--- src/design/pia_pkg.sv ---
// Shared types and constants for the process id allocator.
// Used by the controller, the top level and the checker.
// Depends on nothing else.
`timescale 1ns / 1ps

package pia_pkg;

  localparam int ID_PORT_W = 7;
  localparam int OP_W      = 2;
  localparam int STATUS_W  = 2;

  typedef enum logic [OP_W-1:0] {
    OP_ALLOC   = 2'd0,
    OP_RELEASE = 2'd1,
    OP_LOOKUP  = 2'd2
  } op_t;

  typedef enum logic [STATUS_W-1:0] {
    STS_OK   = 2'd0,
    STS_FULL = 2'd1,
    STS_MISS = 2'd2
  } status_t;

  typedef enum logic [1:0] {
    ST_IDLE,
    ST_SCAN,
    ST_SEARCH,
    ST_INSERT
  } state_t;

  typedef struct packed {
    logic                 valid;
    status_t              status;
    logic [ID_PORT_W-1:0] id;
  } reply_t;

endpackage

--- src/design/pia_cell.sv ---
// One slot of the id ring: a used flag and the id it holds.
// Takes its neighbor's contents whenever the ring rotates. Uses no package items.
`timescale 1ns / 1ps

module pia_cell #(
  parameter int IdW = 7
) (
  input  logic           clk,
  input  logic           rst_n,
  input  logic           shift_en,
  input  logic           nb_used,
  input  logic [IdW-1:0] nb_id,
  output logic           used,
  output logic [IdW-1:0] id
);

  logic           used_r;
  logic [IdW-1:0] id_r;

  always_ff @(posedge clk) begin
    if (!rst_n) begin
      used_r <= 1'b0;
    end else if (shift_en) begin
      used_r <= nb_used;
    end
  end

  always_ff @(posedge clk) begin
    if (shift_en) begin
      id_r <= nb_id;
    end
  end

  assign used = used_r;
  assign id   = id_r;

endmodule

--- src/design/pia_ctrl.sv ---
// Sequencer for the id allocator: watches the head of the slot ring, drives the
// value fed back to its tail, and keeps the last id, safe bound and live count.
// Depends on pia_pkg.
`timescale 1ns / 1ps

module pia_ctrl #(
  parameter int PROC_SLOTS = 64,
  parameter int PID_LIMIT  = 128
) (
  input  logic                          clk,
  input  logic                          rst_n,
  input  logic                          start,
  input  logic [pia_pkg::OP_W-1:0]      in_opcode,
  input  logic [pia_pkg::ID_PORT_W-1:0] in_id_value,
  input  logic                          head_used,
  input  logic [$clog2(PID_LIMIT)-1:0]  head_id,
  output logic                          busy,
  output logic                          shift_en,
  output logic                          fb_used,
  output logic [$clog2(PID_LIMIT)-1:0]  fb_id,
  output pia_pkg::reply_t               reply
);

  localparam int IdW     = $clog2(PID_LIMIT);
  localparam int BndW    = $clog2(PID_LIMIT + 1);
  localparam int CntW    = $clog2(PROC_SLOTS + 1);
  localparam int RunW    = $clog2(PROC_SLOTS);
  localparam int IdPortW = pia_pkg::ID_PORT_W;

  pia_pkg::state_t state_r, state_nxt;
  logic [BndW-1:0] last_r, last_nxt;
  logic [BndW-1:0] bound_r, bound_nxt;
  logic [CntW-1:0] count_r, count_nxt;
  logic [pia_pkg::OP_W-1:0] op_r, op_nxt;
  logic [IdW-1:0] key_r, key_nxt;
  logic [IdPortW-1:0] echo_r, echo_nxt;
  logic [IdW-1:0] cand_r, cand_nxt;
  logic [RunW-1:0] run_r, run_nxt;
  logic [BndW-1:0] min_r, min_nxt;
  logic found_r, found_nxt;
  pia_pkg::reply_t reply_r, reply_nxt;

  logic            accept;
  logic            full;
  logic [31:0]     next_ext;
  logic            fast;
  logic [IdW-1:0]  wrap_cand;
  logic            in_range;
  logic            last_head;
  logic            key_hit;
  logic            hit;
  logic [BndW-1:0] cand_inc_ext;
  logic [IdW-1:0]  cand_inc;
  logic            above;
  logic            found_any;

  assign accept    = start && (state_r == pia_pkg::ST_IDLE);
  assign full      = (32'(count_r) >= 32'(PROC_SLOTS)) || (32'(count_r) >= 32'(PID_LIMIT - 1));
  assign next_ext  = 32'(last_r) + 32'd1;
  assign fast      = (next_ext < 32'(PID_LIMIT)) && (next_ext < 32'(bound_r));
  assign wrap_cand = (next_ext >= 32'(PID_LIMIT)) ? IdW'(1) : IdW'(next_ext);
  assign in_range  = (in_id_value != '0) && (32'(in_id_value) < 32'(PID_LIMIT));
  assign last_head = (run_r == RunW'(PROC_SLOTS - 1));
  assign key_hit   = head_used && (head_id == key_r);
  assign hit       = head_used && (head_id == cand_r);
  assign cand_inc_ext = BndW'(cand_r) + BndW'(1);
  assign cand_inc  = (cand_inc_ext >= BndW'(PID_LIMIT)) ? IdW'(1) : IdW'(cand_inc_ext);
  assign above     = head_used && (head_id > cand_r) && (BndW'(head_id) < min_r);
  assign found_any = found_r || key_hit;

  // Next-state logic.
  always_comb begin
    state_nxt = state_r;
    unique case (state_r)
      pia_pkg::ST_IDLE: begin
        if (accept) begin
          if (in_opcode == pia_pkg::OP_ALLOC && !full) begin
            state_nxt = fast ? pia_pkg::ST_INSERT : pia_pkg::ST_SEARCH;
          end else if ((in_opcode == pia_pkg::OP_RELEASE || in_opcode == pia_pkg::OP_LOOKUP)
                       && in_range) begin
            state_nxt = pia_pkg::ST_SCAN;
          end
        end
      end
      pia_pkg::ST_SCAN: begin
        if (last_head) begin
          state_nxt = pia_pkg::ST_IDLE;
        end
      end
      pia_pkg::ST_SEARCH: begin
        if (!hit && last_head) begin
          state_nxt = pia_pkg::ST_INSERT;
        end
      end
      pia_pkg::ST_INSERT: begin
        if (!head_used) begin
          state_nxt = pia_pkg::ST_IDLE;
        end
      end
      default: state_nxt = pia_pkg::ST_IDLE;
    endcase
  end

  // Datapath and ring control.
  always_comb begin
    last_nxt  = last_r;
    bound_nxt = bound_r;
    count_nxt = count_r;
    op_nxt    = op_r;
    key_nxt   = key_r;
    echo_nxt  = echo_r;
    cand_nxt  = cand_r;
    run_nxt   = run_r;
    min_nxt   = min_r;
    found_nxt = found_r;
    reply_nxt = reply_r;
    reply_nxt.valid = 1'b0;
    fb_used   = head_used;
    fb_id     = head_id;
    shift_en  = (state_r != pia_pkg::ST_IDLE);

    unique case (state_r)
      pia_pkg::ST_IDLE: begin
        if (accept) begin
          op_nxt   = in_opcode;
          key_nxt  = IdW'(in_id_value);
          echo_nxt = in_id_value;
          cand_nxt = wrap_cand;
          run_nxt  = '0;
          min_nxt  = BndW'(PID_LIMIT);
          found_nxt = 1'b0;
          if (in_opcode == pia_pkg::OP_ALLOC) begin
            if (full) begin
              reply_nxt.valid  = 1'b1;
              reply_nxt.status = pia_pkg::STS_FULL;
              reply_nxt.id     = '0;
            end
          end else if (!((in_opcode == pia_pkg::OP_RELEASE || in_opcode == pia_pkg::OP_LOOKUP)
                         && in_range)) begin
            reply_nxt.valid  = 1'b1;
            reply_nxt.status = pia_pkg::STS_MISS;
            reply_nxt.id     = in_id_value;
          end
        end
      end
      pia_pkg::ST_SCAN: begin
        run_nxt = run_r + RunW'(1);
        if (key_hit) begin
          found_nxt = 1'b1;
          if (op_r == pia_pkg::OP_RELEASE) begin
            fb_used = 1'b0;
          end
        end
        if (last_head) begin
          reply_nxt.valid  = 1'b1;
          reply_nxt.status = found_any ? pia_pkg::STS_OK : pia_pkg::STS_MISS;
          reply_nxt.id     = echo_r;
          if (op_r == pia_pkg::OP_RELEASE && found_any) begin
            count_nxt = count_r - CntW'(1);
          end
        end
      end
      pia_pkg::ST_SEARCH: begin
        // A collision moves the candidate on; it is free once a whole
        // rotation has passed the head without another collision.
        if (hit) begin
          cand_nxt = cand_inc;
          run_nxt  = '0;
          min_nxt  = BndW'(PID_LIMIT);
        end else begin
          run_nxt = run_r + RunW'(1);
          if (above) begin
            min_nxt = BndW'(head_id);
          end
          if (last_head) begin
            bound_nxt = above ? BndW'(head_id) : min_r;
          end
        end
      end
      pia_pkg::ST_INSERT: begin
        if (!head_used) begin
          fb_used   = 1'b1;
          fb_id     = cand_r;
          last_nxt  = BndW'(cand_r);
          count_nxt = count_r + CntW'(1);
          reply_nxt.valid  = 1'b1;
          reply_nxt.status = pia_pkg::STS_OK;
          reply_nxt.id     = IdPortW'(cand_r);
        end
      end
      default: begin
        shift_en = 1'b0;
      end
    endcase
  end

  always_ff @(posedge clk) begin
    if (!rst_n) begin
      state_r <= pia_pkg::ST_IDLE;
      last_r  <= BndW'(PID_LIMIT);
      bound_r <= BndW'(PID_LIMIT);
      count_r <= '0;
      reply_r <= '0;
    end else begin
      state_r <= state_nxt;
      last_r  <= last_nxt;
      bound_r <= bound_nxt;
      count_r <= count_nxt;
      reply_r <= reply_nxt;
    end
  end

  always_ff @(posedge clk) begin
    op_r    <= op_nxt;
    key_r   <= key_nxt;
    echo_r  <= echo_nxt;
    cand_r  <= cand_nxt;
    run_r   <= run_nxt;
    min_r   <= min_nxt;
    found_r <= found_nxt;
  end

  assign busy  = (state_r != pia_pkg::ST_IDLE);
  assign reply = reply_r;

endmodule

--- src/design/process_id_allocator_unit.sv ---
// Process id allocator: a ring of PROC_SLOTS slot cells rotated past one head comparator.
// Full table, out-of-range id and unused opcode: strobe in the cycle after start is taken.
// Lookup and release scan one whole rotation. Allocate inserts on the fast path, else
// searches the ring first, restarting the rotation after each collision.
// One transaction at a time; the ring rotates one slot per cycle while busy.
// Synchronous active-low reset empties the table; the first id given is 1.
`timescale 1ns / 1ps

module process_id_allocator_unit #(
  parameter int PROC_SLOTS = 64,
  parameter int PID_LIMIT  = 128
) (
  input  logic                          clk,
  input  logic                          rst_n,
  input  logic                          start,
  output logic                          busy,
  input  logic [pia_pkg::OP_W-1:0]      in_opcode,
  input  logic [pia_pkg::ID_PORT_W-1:0] in_id_value,
  output logic                          out_valid,
  output logic [pia_pkg::STATUS_W-1:0]  out_status,
  output logic [pia_pkg::ID_PORT_W-1:0] out_id_result
);

  localparam int IdW = $clog2(PID_LIMIT);

  logic           cell_used [PROC_SLOTS];
  logic [IdW-1:0] cell_id   [PROC_SLOTS];
  logic           shift_en;
  logic           fb_used;
  logic [IdW-1:0] fb_id;
  pia_pkg::reply_t reply;

  pia_ctrl #(
    .PROC_SLOTS (PROC_SLOTS),
    .PID_LIMIT  (PID_LIMIT)
  ) u_ctrl (
    .clk         (clk),
    .rst_n       (rst_n),
    .start       (start),
    .in_opcode   (in_opcode),
    .in_id_value (in_id_value),
    .head_used   (cell_used[0]),
    .head_id     (cell_id[0]),
    .busy        (busy),
    .shift_en    (shift_en),
    .fb_used     (fb_used),
    .fb_id       (fb_id),
    .reply       (reply)
  );

  // Slot i takes slot i+1 on each rotation; the tail takes the head's updated contents.
  for (genvar i = 0; i < PROC_SLOTS; i++) begin : g_ring
    if (i == PROC_SLOTS - 1) begin : g_tail
      pia_cell #(.IdW(IdW)) u_cell (
        .clk      (clk),
        .rst_n    (rst_n),
        .shift_en (shift_en),
        .nb_used  (fb_used),
        .nb_id    (fb_id),
        .used     (cell_used[i]),
        .id       (cell_id[i])
      );
    end else begin : g_body
      pia_cell #(.IdW(IdW)) u_cell (
        .clk      (clk),
        .rst_n    (rst_n),
        .shift_en (shift_en),
        .nb_used  (cell_used[i+1]),
        .nb_id    (cell_id[i+1]),
        .used     (cell_used[i]),
        .id       (cell_id[i])
      );
    end
  end

  assign out_valid     = reply.valid;
  assign out_status    = reply.status;
  assign out_id_result = reply.id;

endmodule

--- config.mk ---
export PLATFORM = sky130hd
export DESIGN_NAME = process_id_allocator_unit
export DESIGN_NICKNAME = d
export VERILOG_FILES = /design/src/design/pia_pkg.sv /design/src/design/pia_cell.sv /design/src/design/pia_ctrl.sv /design/src/design/process_id_allocator_unit.sv
export SDC_FILE = /design/constraint.sdc
export NUM_CORES = 1
export LEC_CHECK = 0
export ABC_AREA = 1
export BUFFER_PORTS_ARGS = -buffer_cell sky130_fd_sc_hd__buf_2
export CAP_MARGIN = 20
export CORE_UTILIZATION = 45
export CTS_BUF_LIST = sky130_fd_sc_hd__clkbuf_8 sky130_fd_sc_hd__clkbuf_16
export DETAILED_ROUTE_END_ITERATION = 10
export HOLD_SLACK_MARGIN = 0.05
export REMOVE_ABC_BUFFERS = 1
export SYNTH_ARGS = -nofsm -noshare
export SYNTH_HDL_FRONTEND = slang
export SYNTH_SLANG_ARGS = --single-unit
export TNS_END_PERCENT = 30
--- constraint.sdc ---
create_clock -name clk -period 20.4 [get_ports clk]
set_clock_uncertainty 0.05 [all_clocks]
set_input_delay 6.12 -clock clk [delete_from_list [all_inputs] [get_ports clk]]
set_output_delay 6.12 -clock clk [all_outputs]
set_load 0.02 [all_outputs]
* Yosys cells after proc, flatten, opt, wreduce, memory -nomap -nowiden *
Index checks and enable logic that the tools add are counted.

word-level totals
  bits of input ports = 12
  flip-flop bits (word level) = 578
  output and inout bits = 11
  word-level logic and storage cells = 249

cells by class
  equality and inequality tests = 19
  reductions and logical operators = 34
  $lt $le $gt $ge = 8
  $add $sub $neg = 5
  bitwise logic cells = 2
  mux-type cells = 40

operator list
  cell                 count
  $mux 7               9
  $mux 10              6
  $ge 32x8->1 const B  1
  $lt 32x8->1          1
  $lt 32x8->1 const B  1
  $pmux 10 s3          1
  $pmux 7 s2           2
  $mux 8               3
  $pmux 6 s3           1
  $pmux 8 s2           1
  $eq 7x7->1           2
  $ge 7x7->1 const B   2
  $mux 2               7
  $mux 6               2
  $ne 2x1->1 const B   6
  $logic_and 1x1->1    10
  $add 8x1->9 const B  1
  $reduce_and 3->1     3
  $add 7x1->8 const B  1
  $ge 8x8->1 const B   1
  $lt 7x8->1           1
  $pmux 2 s4           1
  $reduce_and 2->1     4
  $reduce_bool 2->1    4
  21 further kinds     37

* Depth between registers and ports, before layout *
Gate-level depths: netlist of run 1.

  depth in word-level cells = 7
  depth in mapped cells = 14
  depth with buffers taken out = 14

* Modules after synthesis *
A second synthesis of run 1 with hierarchy kept.

second synthesis, totals
  cell total of the unflattened synthesis = 1376
  area, all modules = 20298.2 sq um

by module, submodules not included
  module    sequential area each (sq um)  instances  cells each  area each (sq um)
  pia_cell  230.2                         64         13          251.5
  pia_ctrl  1631.6                        1          544         4202.8

* Least setup slack after synthesis of run 1 *
Ideal clock, no wire load.

  kind = flip-flop to output port
  start = register u_ctrl.state_r[0]
  end = output port busy
  path buffers = 1
  data required time = 14.230 ns
  slack = 1.018 ns
  data arrival time = 13.212 ns
  cell stages (with the launch flop) = 5
  cells stage by stage = dfxtp_1 inv_1 ha_1 inv_1 clkbuf_1

between the ends
  cells in the longest elaborated chain, start to end = 1

ends and longest elaborated chain
  item                    line                             RTL
  start, declared         pia_ctrl.sv:30                   pia_pkg::state_t state_r, state_nxt;
  start signal, assigned  pia_ctrl.sv:199                  state_r <= pia_pkg::ST_IDLE;
  start signal, assigned  pia_ctrl.sv:205                  state_r <= state_nxt;
  $reduce_bool 2->1       pia_ctrl.sv:223                  assign busy = (state_r != pia_pkg::ST_IDLE);
  end, declared           process_id_allocator_unit.sv:16  output logic busy,

Every way passes these cells.

* Final worst setup path of run 1 *
Ends and elaborated chain as after synthesis.

==> results by group, run 1 <==
Clock network
  • CTS tree: built
  • Clock buffer count from CTS: 55
  • CTS Buffer Depth: 3
  • # hold bufs at CTS: 0
  • Sink Count: 578
  • Clock Tree Root: clkbuf_16
  • H-tree level count: 2
  • Clock latency on the worst-skew pair: 590 ps
  • Resized cells post-CTS: 0
  • Setup bufs post-CTS: 0
  • Clk slew on worst S/H paths: 60 ps

Worst setup path
  • Req. time, crit path: 14,230 ps
  • Crit-path cells: inv_1 -> ha_2 -> inv_8 -> buf_2
  • CP Launch Type: flip-flop
  • Worst EP arrival: between 2000 and 2500 ps
  • Critical-path top delay cell: inv_8
  • Worst reg2reg path depth: 5
  • End of the critical path: busy
  • Reg2reg start: u_ctrl.state_r[0]
  • Worst Setup SP: u_ctrl.state_r[0]
  • Buffers plus inverters on the worst setup path: 3
  • Total stage count of the critical path: 4
  • R2r endpoint: g_ring[47].g_body.u_cell.id[2]
  • R2R Setup Slk: 16,930 ps
  • CP delay by family, top: buffers and inverters
  • Slowest stage delay, CP: 450 ps
  • Crit end category: primary output
  • Worst-path fanout max: between 100 and 150
  • Setup CP Type: flip-flop to primary output

Die
  • Die width: 211.6 um
  • Io pins: 23
  • Initial Util: 45.78%
  • Full die area: 0.04476 mm^2
  • Num rows: 76
  • Core Box Area: 0.04317 mm^2
  • Die H: 211.6 um

Routing
  • Avg WL per Cell: 14.93 um
  • DR WL met3: 1178 um
  • Metal-1 WL: 15,230 um
  • Uppermost layer routed: met4
  • Pre-antenna DRT Iters: 5
  • DR vias/cell: 4.851
  • Final WL: roughly 29,000 um
  • Met2 WL: 11,800 um
  • Via count: 9,478
  • ANT nets after route: 0
  • Residual DRC count: 0
  • 1st-iter DRT viols: ~830

Yosys
  • Number of synthesized flops with an enable pin: 479
  • Library cells used by synthesis: 40
  • Sequential fraction of the synthesis area: 82.80%
  • Cell accounting for the most synthesized area: edfxtp_1
  • Simple-Gate Fraction of Synth Area: under 10%
  • Synth Area in XOR/XNOR: less than 1%
  • Mapped cell area: between 0.015 and 0.02 mm^2
  • Asr flop ratio synth: 0%
  • Post-Synth Adder-Cell Area: 2.317%
  • Cells after Synth: between 1,000 and 1,500
  • Synth Flop Type: edfxtp_1
  • Register bit total from synthesis: 578
  • Largest cells by area after synthesis: edfxtp_1 (73%), dfxtp_1 (10%), nor2_1 (3.4%)
  • Mean Syn Cell Area: 15.59 um^2
  • Share of the synthesized area in the top cell type: 72.77%
  • Synth Area in Compound Gates: 4.172%
  • Synth warnings: 0
  • Mux cell area share after synthesis: 0%
  • Largest family of logic cells by synthesized area: simple AND/OR/NAND/NOR gates

Final layout
  • Final nets: approximately 1,400
  • Sequential cell area: 0.01637 mm^2
  • Area of the multi-input gates: 0.002985 mm^2
  • Ratio of cells with drive above 1 in the final layout: around 8.6%
  • Filler cells: 3,574
  • Commonest non-fill, non-tap cell in the layout: edfxtp_1
  • Ant. Diodes: 0
  • Most frequent cells in the layout: edfxtp_1 (479), nor2_1 (178), nand2_1 (142), dfxtp_1 (99), o21ai_0 (88)
  • Synthesis-to-finish area growth: 12.79%

GRT
  • Initial antenna violation count: 2
  • Remaining global-route overflow: 0
  • Vias in the first global route: 9,010
  • Largest net degree at the start of global routing: 181
  • Global-route wire length before repair: 47,960 um
  • GRT Total Usage: between 10% and 20%

Outcome
  • Status: completed

STA
  • Setup TNS: 0 ps
  • FMAX: ~120 MHz
  • RSZ-0062 raised after global routing: false
  • Max-slew headroom: 30.80%
  • Pins Over Slew Limit: 0
  • Slew @ Worst Pin: 1038 ps
  • Period utilisation layout: about two fifths
  • Final Hold Fails: 0
  • Setup violators final: 0
  • Final Critical Period: 8283 ps

Placement
  • Number of buffers added on ports: 22
  • GP Congestion: 0.8577
  • Hpwl dp: about 16,000 um

Min path
  • Min-delay worst type: flip-flop to flip-flop

Power
  • P_leak: 7.938 nW
  • Final Power: 3.903 mW
  • Cell Pwr Density: 175.1 mW/mm^2
  • Maximum VDD drop: 0.1541 mV

Run
  • Max cap viols: 0
routing by layer:
metal / up-vias / GRT usage (%)
met4: 0 / 5.872
li1: 4635 / -
met1: 4601 / 21.73
met3: 79 / 2.418
met2: 163 / 18.24
met5: - / 0
power breakdown:
part | internal (mW) | switching, mW | total [mW]
registers | 2.04 | 0.169 | 2.21
clock network | 0.554 | 0.419 | 0.972
logic | 0.176 | 0.544 | 0.720
total | 2.77 | 1.13 | 3.90
cell usage after synthesis, types with 2 or more instances:
cell type / instances
nand4_1: 11
a21oi_1: 40
ha_1: 35
o21bai_1: 3
o21a_1: 3
inv_1: 77
edfxtp_1: 479
nor2_1: 178
nand2_2: 4
buf_2: 3
nor3_1: 3
o21ai_0: 88
nand2_1: 142
clkbuf_1: 20
xnor2_1: 7
inv_2: 2
nand3_1: 31
nor2_2: 2
buf_1: 2
and3_1: 2
buf_6: 2
xor2_1: 10
a31oi_1: 4
a22o_1: 3
dfxtp_1: 99
o211ai_1: 4
cell type report:
cell class | count | area share (%)
Sequential cell | 578 | 73.41
Multi-Input combinational cell | 584 | 13.39
Clock buffer | 57 | 6.398
Tap cell | 585 | 3.283
Inverter | 79 | 1.364
Clock inverter | 41 | 1.330
Timing Repair Buffer | 30 | 0.8194
worst min path at each step:
stage	from	to	slack [ps]	depth (start not counted)
6_report	g_ring[44].g_body.u_cell.id[2]	g_ring[43].g_body.u_cell.id[2]	360	0
5_1_grt	g_ring[44].g_body.u_cell.id[2]	g_ring[43].g_body.u_cell.id[2]	350	0
4_1_cts	g_ring[44].g_body.u_cell.id[2]	g_ring[43].g_body.u_cell.id[2]	350	0
3_5_place_dp	g_ring[11].g_body.u_cell.id[4]	g_ring[10].g_body.u_cell.id[4]	350	0
3_3_place_gp	g_ring[6].g_body.u_cell.id[1]	g_ring[5].g_body.u_cell.id[1]	350	0
2_1_floorplan	g_ring[1].g_body.u_cell.id[0]	g_ring[0].g_body.u_cell.id[0]	350	0
per-stage QoR:
step / setup slack [ps] / hold WS [ps] / cells / cell area [um^2] / util, %
after detailed placement: 12440 / 354.5 / 1856 / 20570 / 47.65
final: 12120 / 356.1 / 1954 / 22290 / 51.64
after floorplan: 3421 / 350.3 / 1241 / 19650 / -
after global placement: 12500 / 351.4 / 1856 / 20570 / 47.65
after CTS: 12070 / 350.3 / 1954 / 22290 / 51.64
after global routing: 11960 / 352.4 / 1954 / 22290 / 51.64
state kept, by name, summed over array words and instances, names as in the netlist, 6 cells and up:
register / cells
g_ring.g_tail.u_cell.id: 7
u_ctrl.reply: 10
u_ctrl.count_r: 7
u_ctrl.last_r: 8
u_ctrl.run_r: 6
u_ctrl.key_r: 7
u_ctrl.min_r: 8
u_ctrl.cand_r: 7
g_ring.g_body.u_cell.used: 63
u_ctrl.bound_r: 8
g_ring.g_body.u_cell.id: 441
logic make-up (layout without fill, tap and decap cells):
family                   after synthesis  after routing
flip-flops                           578            578
AND/OR/NAND/NOR                      379            379
AO/OA/AOI/OAI                        152            152
buffers and inverters                106            207
adder cells (fa/ha/maj)               36             36
XOR/XNOR                              17             17
(Power assumes the default switching activity.)
==> run 2: changes to the inputs <==
--- a/config.mk
+++ b/config.mk
@@ -5,7 +5,7 @@
 export SDC_FILE = /design/constraint.sdc
 export NUM_CORES = 1
 export LEC_CHECK = 0
-export ABC_AREA = 1
+export ABC_AREA = 0
 export BUFFER_PORTS_ARGS = -buffer_cell sky130_fd_sc_hd__buf_2
 export CAP_MARGIN = 20
 export CORE_UTILIZATION = 45
==> constraint.sdc (replaced) <==
create_clock -name clk -period 8.52 [get_ports clk]
set_clock_uncertainty 0.05 [all_clocks]
set_input_delay 2.556 -clock clk [delete_from_list [all_inputs] [get_ports clk]]
set_output_delay 2.556 -clock clk [all_outputs]
set_load 0.02 [all_outputs]
==> run 2 against run 1 <==
Net effect:
- final cell count decreased by 8.0%
- largest power group unchanged
- worst setup slack got worse by 8200 ps
- largest cell class unchanged
- utilization increased by 0.56 points
- sequential power increased by 92%
- highest routed layer unchanged
==> results by group, run 2 <==
Final layout
  • Ant. Diodes: 0 (unchanged)
  • Final Non-Filler Cells: 1,798 (-8.0%)
  • Most frequent cells in the layout: edfxtp_1 (479), dfxtp_1 (99), nor2_1 (92), nand2_1 (82), mux2i_1 (72)
  • Commonest non-fill, non-tap cell in the layout: edfxtp_1
  • Max FFs per register: 441 (unchanged)
  • Final nets: 1,214 (-12%)
  • Synthesis-to-finish area growth: 14.04%
  • Filler cells: 3,484 (-2.5%)
  • Ratio of cells with drive above 1 in the final layout: 10.72% (+2.1 points)

Yosys
  • Register bit total from synthesis: 578 (unchanged)
  • Cell accounting for the most synthesized area: edfxtp_1
  • Cells after Synth: 1,110 (-12%)
  • Largest cells by area after synthesis: edfxtp_1 (73%), dfxtp_1 (10%), mux2i_1 (3.6%)
  • Synth Flop Type: edfxtp_1
  • Post-synth top cells: edfxtp_1 (479), dfxtp_1 (99), nor2_1 (92), nand2_1 (82), mux2i_1 (72)
  • Synth warnings: 0 (unchanged)
  • Share of the synthesized area in the top cell type: 72.79% (about the same)
  • Sequential fraction of the synthesis area: 82.82% (about the same)
  • Asr flop ratio synth: 0% (unchanged)
  • Library cells used by synthesis: 56 (+40%)
  • Mean Syn Cell Area: 17.80 um^2 (+14%)
  • Number of synthesized flops with an enable pin: 479 (unchanged)
  • Top-count cell post-synth: edfxtp_1
  • Mapped cell area: 0.01976 mm^2 (about the same)

STA
  • Final Hold Fails: 0 (unchanged)
  • Slew @ Worst Pin: 1057 ps (+18.67 ps)
  • RSZ-0062 raised after global routing: false
  • Period utilisation layout: ~54%
  • Max-slew headroom: 29.55% (-1.2 points)
  • FMAX: between 200 and 250 MHz
  • Pins Over Slew Limit: 0 (unchanged)
  • Final Critical Period: 4606 ps
  • Setup WS post-layout: 3914 ps (-8203 ps)
  • Setup violators final: 0 (unchanged)

Clock network
  • CTS tree: built
  • CTS Buffer Depth: 3 (unchanged)
  • Resized cells post-CTS: 0 (unchanged)
  • Clock latency on the worst-skew pair: 610 ps (+20 ps)
  • Clock Tree Root: clkbuf_16
  • # hold bufs at CTS: 0 (unchanged)
  • H-tree level count: 2 (unchanged)
  • Sink Count: 578 (unchanged)
  • Setup bufs post-CTS: 0 (unchanged)
  • Clk slew on worst S/H paths: 60 ps (about the same)
  • Clock buffer count from CTS: 55 (unchanged)

Placement
  • Hpwl dp: 14,910 um (-7.8%)
  • GP Congestion: 0.8228 (-4.1%)
  • Cells after DPL: 1,694 (-8.7%)
  • Number of buffers added on ports: 22 (unchanged)
  • DP Worst Slack: 3977 ps (-8460 ps)

Min path
  • Hold Crit Start: g_ring[2].g_body.u_cell.id[0]
  • WHS Endpoint: g_ring[1].g_body.u_cell.id[0]
  • Min-delay worst type: flip-flop to flip-flop
  • WHS Path Cells: 0 (unchanged)

Routing
  • 1st-iter DRT viols: 618 (-26%)
  • Avg WL per Cell: 15.30 um (+2.5%)
  • Pre-antenna DRT Iters: 5 (unchanged)
  • DR vias/cell: 4.849 (about the same)
  • ANT nets after route: 0 (unchanged)
  • Final WL: 27,510 um (-5.7%)
  • Residual DRC count: 0 (unchanged)
  • Via count: 8,718 (-8.0%)

Worst setup path
  • Crit-path cells: inv_1 -> ha_4 -> inv_8 -> buf_2
  • Total stage count of the critical path: 4 (unchanged)
  • Req. time, crit path: 5910 ps (-8320 ps)
  • R2r endpoint: u_ctrl.bound_r[4]
  • R2R Setup Slk: 4880 ps (-12,050 ps)
  • Slowest stage delay, CP: 390 ps (-60 ps)
  • Critical-path top delay cell: inv_8
  • Worst reg2reg path depth: 7 (+2)
  • Worst-path fanout max: 90 (-18%)
  • Reg2reg start: g_ring[0].g_body.u_cell.id[6]
  • Setup CP Type: flip-flop to primary output
  • CP Launch Type: flip-flop
  • CP delay by family, top: buffers and inverters
  • Crit end category: primary output
  • Worst EP arrival: 2000 ps (-110 ps)
  • Buffers plus inverters on the worst setup path: 3 (unchanged)

Die
  • Die H: 211.6 um (about the same)
  • Core Box Area: 0.04317 mm^2 (unchanged)
  • Initial Util: 45.77% (about the same)
  • Die width: 211.6 um (about the same)
  • Full die area: 0.04475 mm^2 (about the same)
  • Num rows: 76 (unchanged)
  • Io pins: 23 (unchanged)

Power
  • Cell Pwr Density: 335.2 mW/mm^2 (+91%)
  • Maximum VDD drop: 0.3138 mV (+100%)
  • P_leak: 8.111 nW (+2.2%)

GRT
  • Remaining global-route overflow: 0 (unchanged)
  • Global-route wire length before repair: 45,350 um (-5.5%)
  • Vias in the first global route: 8,330 (-7.5%)
  • Initial antenna violation count: 0 (-2)
  • GRT Total Usage: 12.95% (-0.72 points)
  • Largest net degree at the start of global routing: 163 (-9.9%)

Run
  • Max cap viols: 0 (unchanged)

Outcome
  • Status: completed
run 2: cell count changes in the layout (fill, tap and decap cells not counted), sizes merged, moves of 6 or more:
cell,previous run,this run
xnor2,7,13
o21ai,89,24
nor2,181,92
inv,89,47
a21oi,41,27
a41oi,0,6
mux2i,0,72
a31o,0,7
nand3,32,9
and3,2,13
bufinv,4,12
nand2,146,82
run 2: how the worst max path moves through the flow:
| stage | slack [ps] | end | startpoint |
|---|---|---|---|
| floorplan | -2280 | busy | u_ctrl.state_r[0] |
| global route | 3760 | busy | u_ctrl.state_r[0] |
| global placement | 4030 | u_ctrl.reply[8] | in_id_value[3] |
| detailed placement | 3980 | u_ctrl.reply[8] | in_id_value[3] |
| finish | 3910 | busy | u_ctrl.state_r[0] |
| CTS | 3820 | busy | u_ctrl.state_r[0] |
run 2: power by group:
part | leakage [nW] | internal (mW) | switching (mW)
combinational | 1.87 | 0.168 | 0.531
sequential | 5.25 | 4.04 | 0.215
clock | 0.990 | 1.56 | 1.04
total | 8.11 | 5.77 | 1.79
run 2: routing by layer:
metal	up-vias	track usage, %	wire [um]
met5	-	0	0
met4	0	4.373	631
met3	48	3.338	1287
met2	153	17.46	11620
met1	4271	20.18	13980
li1	4246	-	-
run 2: cell families (layout without fill, tap and decap cells):
group / Yosys count / count (layout) / share of synthesized area, %
flip-flops: 578 / 578 / 82.82
AND/OR/NAND/NOR: 231 / 231 / 5.142
AO/OA/AOI/OAI: 97 / 97 / 3.369
multiplexers: 73 / 73 / 3.704
buffers and inverters: 67 / 170 / 1.406
adder cells (fa/ha/maj): 36 / 36 / 2.317
XOR/XNOR: 28 / 28 / 1.241
run 2: stage by stage:
stage                     area [um^2]  utilization (%)  power [mW]  TNS (ps)  hold WS, ps
final                           22530            52.20       7.554         0        359.8
after global routing            22530            52.20       7.908         0        368.5
after CTS                       22530            52.20       7.680         0        355.3
after detailed placement        20550            47.60       5.021         0        354.5
after global placement          20550            47.60       5.003         0        353.1
after floorplan                 19620                -       4.873   -345420        350.3
run 2: area by class of cell:
class | count | area [um^2] | area share, %
Sequential cell | 578 | 16370 | 72.63
Multi-Input combinational cell | 465 | 3129 | 13.89
Clock buffer | 56 | 1390 | 6.169
Tap cell | 585 | 732.0 | 3.248
Clock inverter | 48 | 595.6 | 2.643
Timing Repair Buffer | 29 | 175.2 | 0.7773
Inverter | 37 | 146.4 | 0.6496
run 2: worst reg2reg max path, cell delays in order, from the launching register on:
cell and delay, ps:
edfxtp_1 610, ha_1 430, and4_1 270, a31oi_2 780, nand2_1 420, nor2_1 660, a41oi_1 190, o21ai_1 130
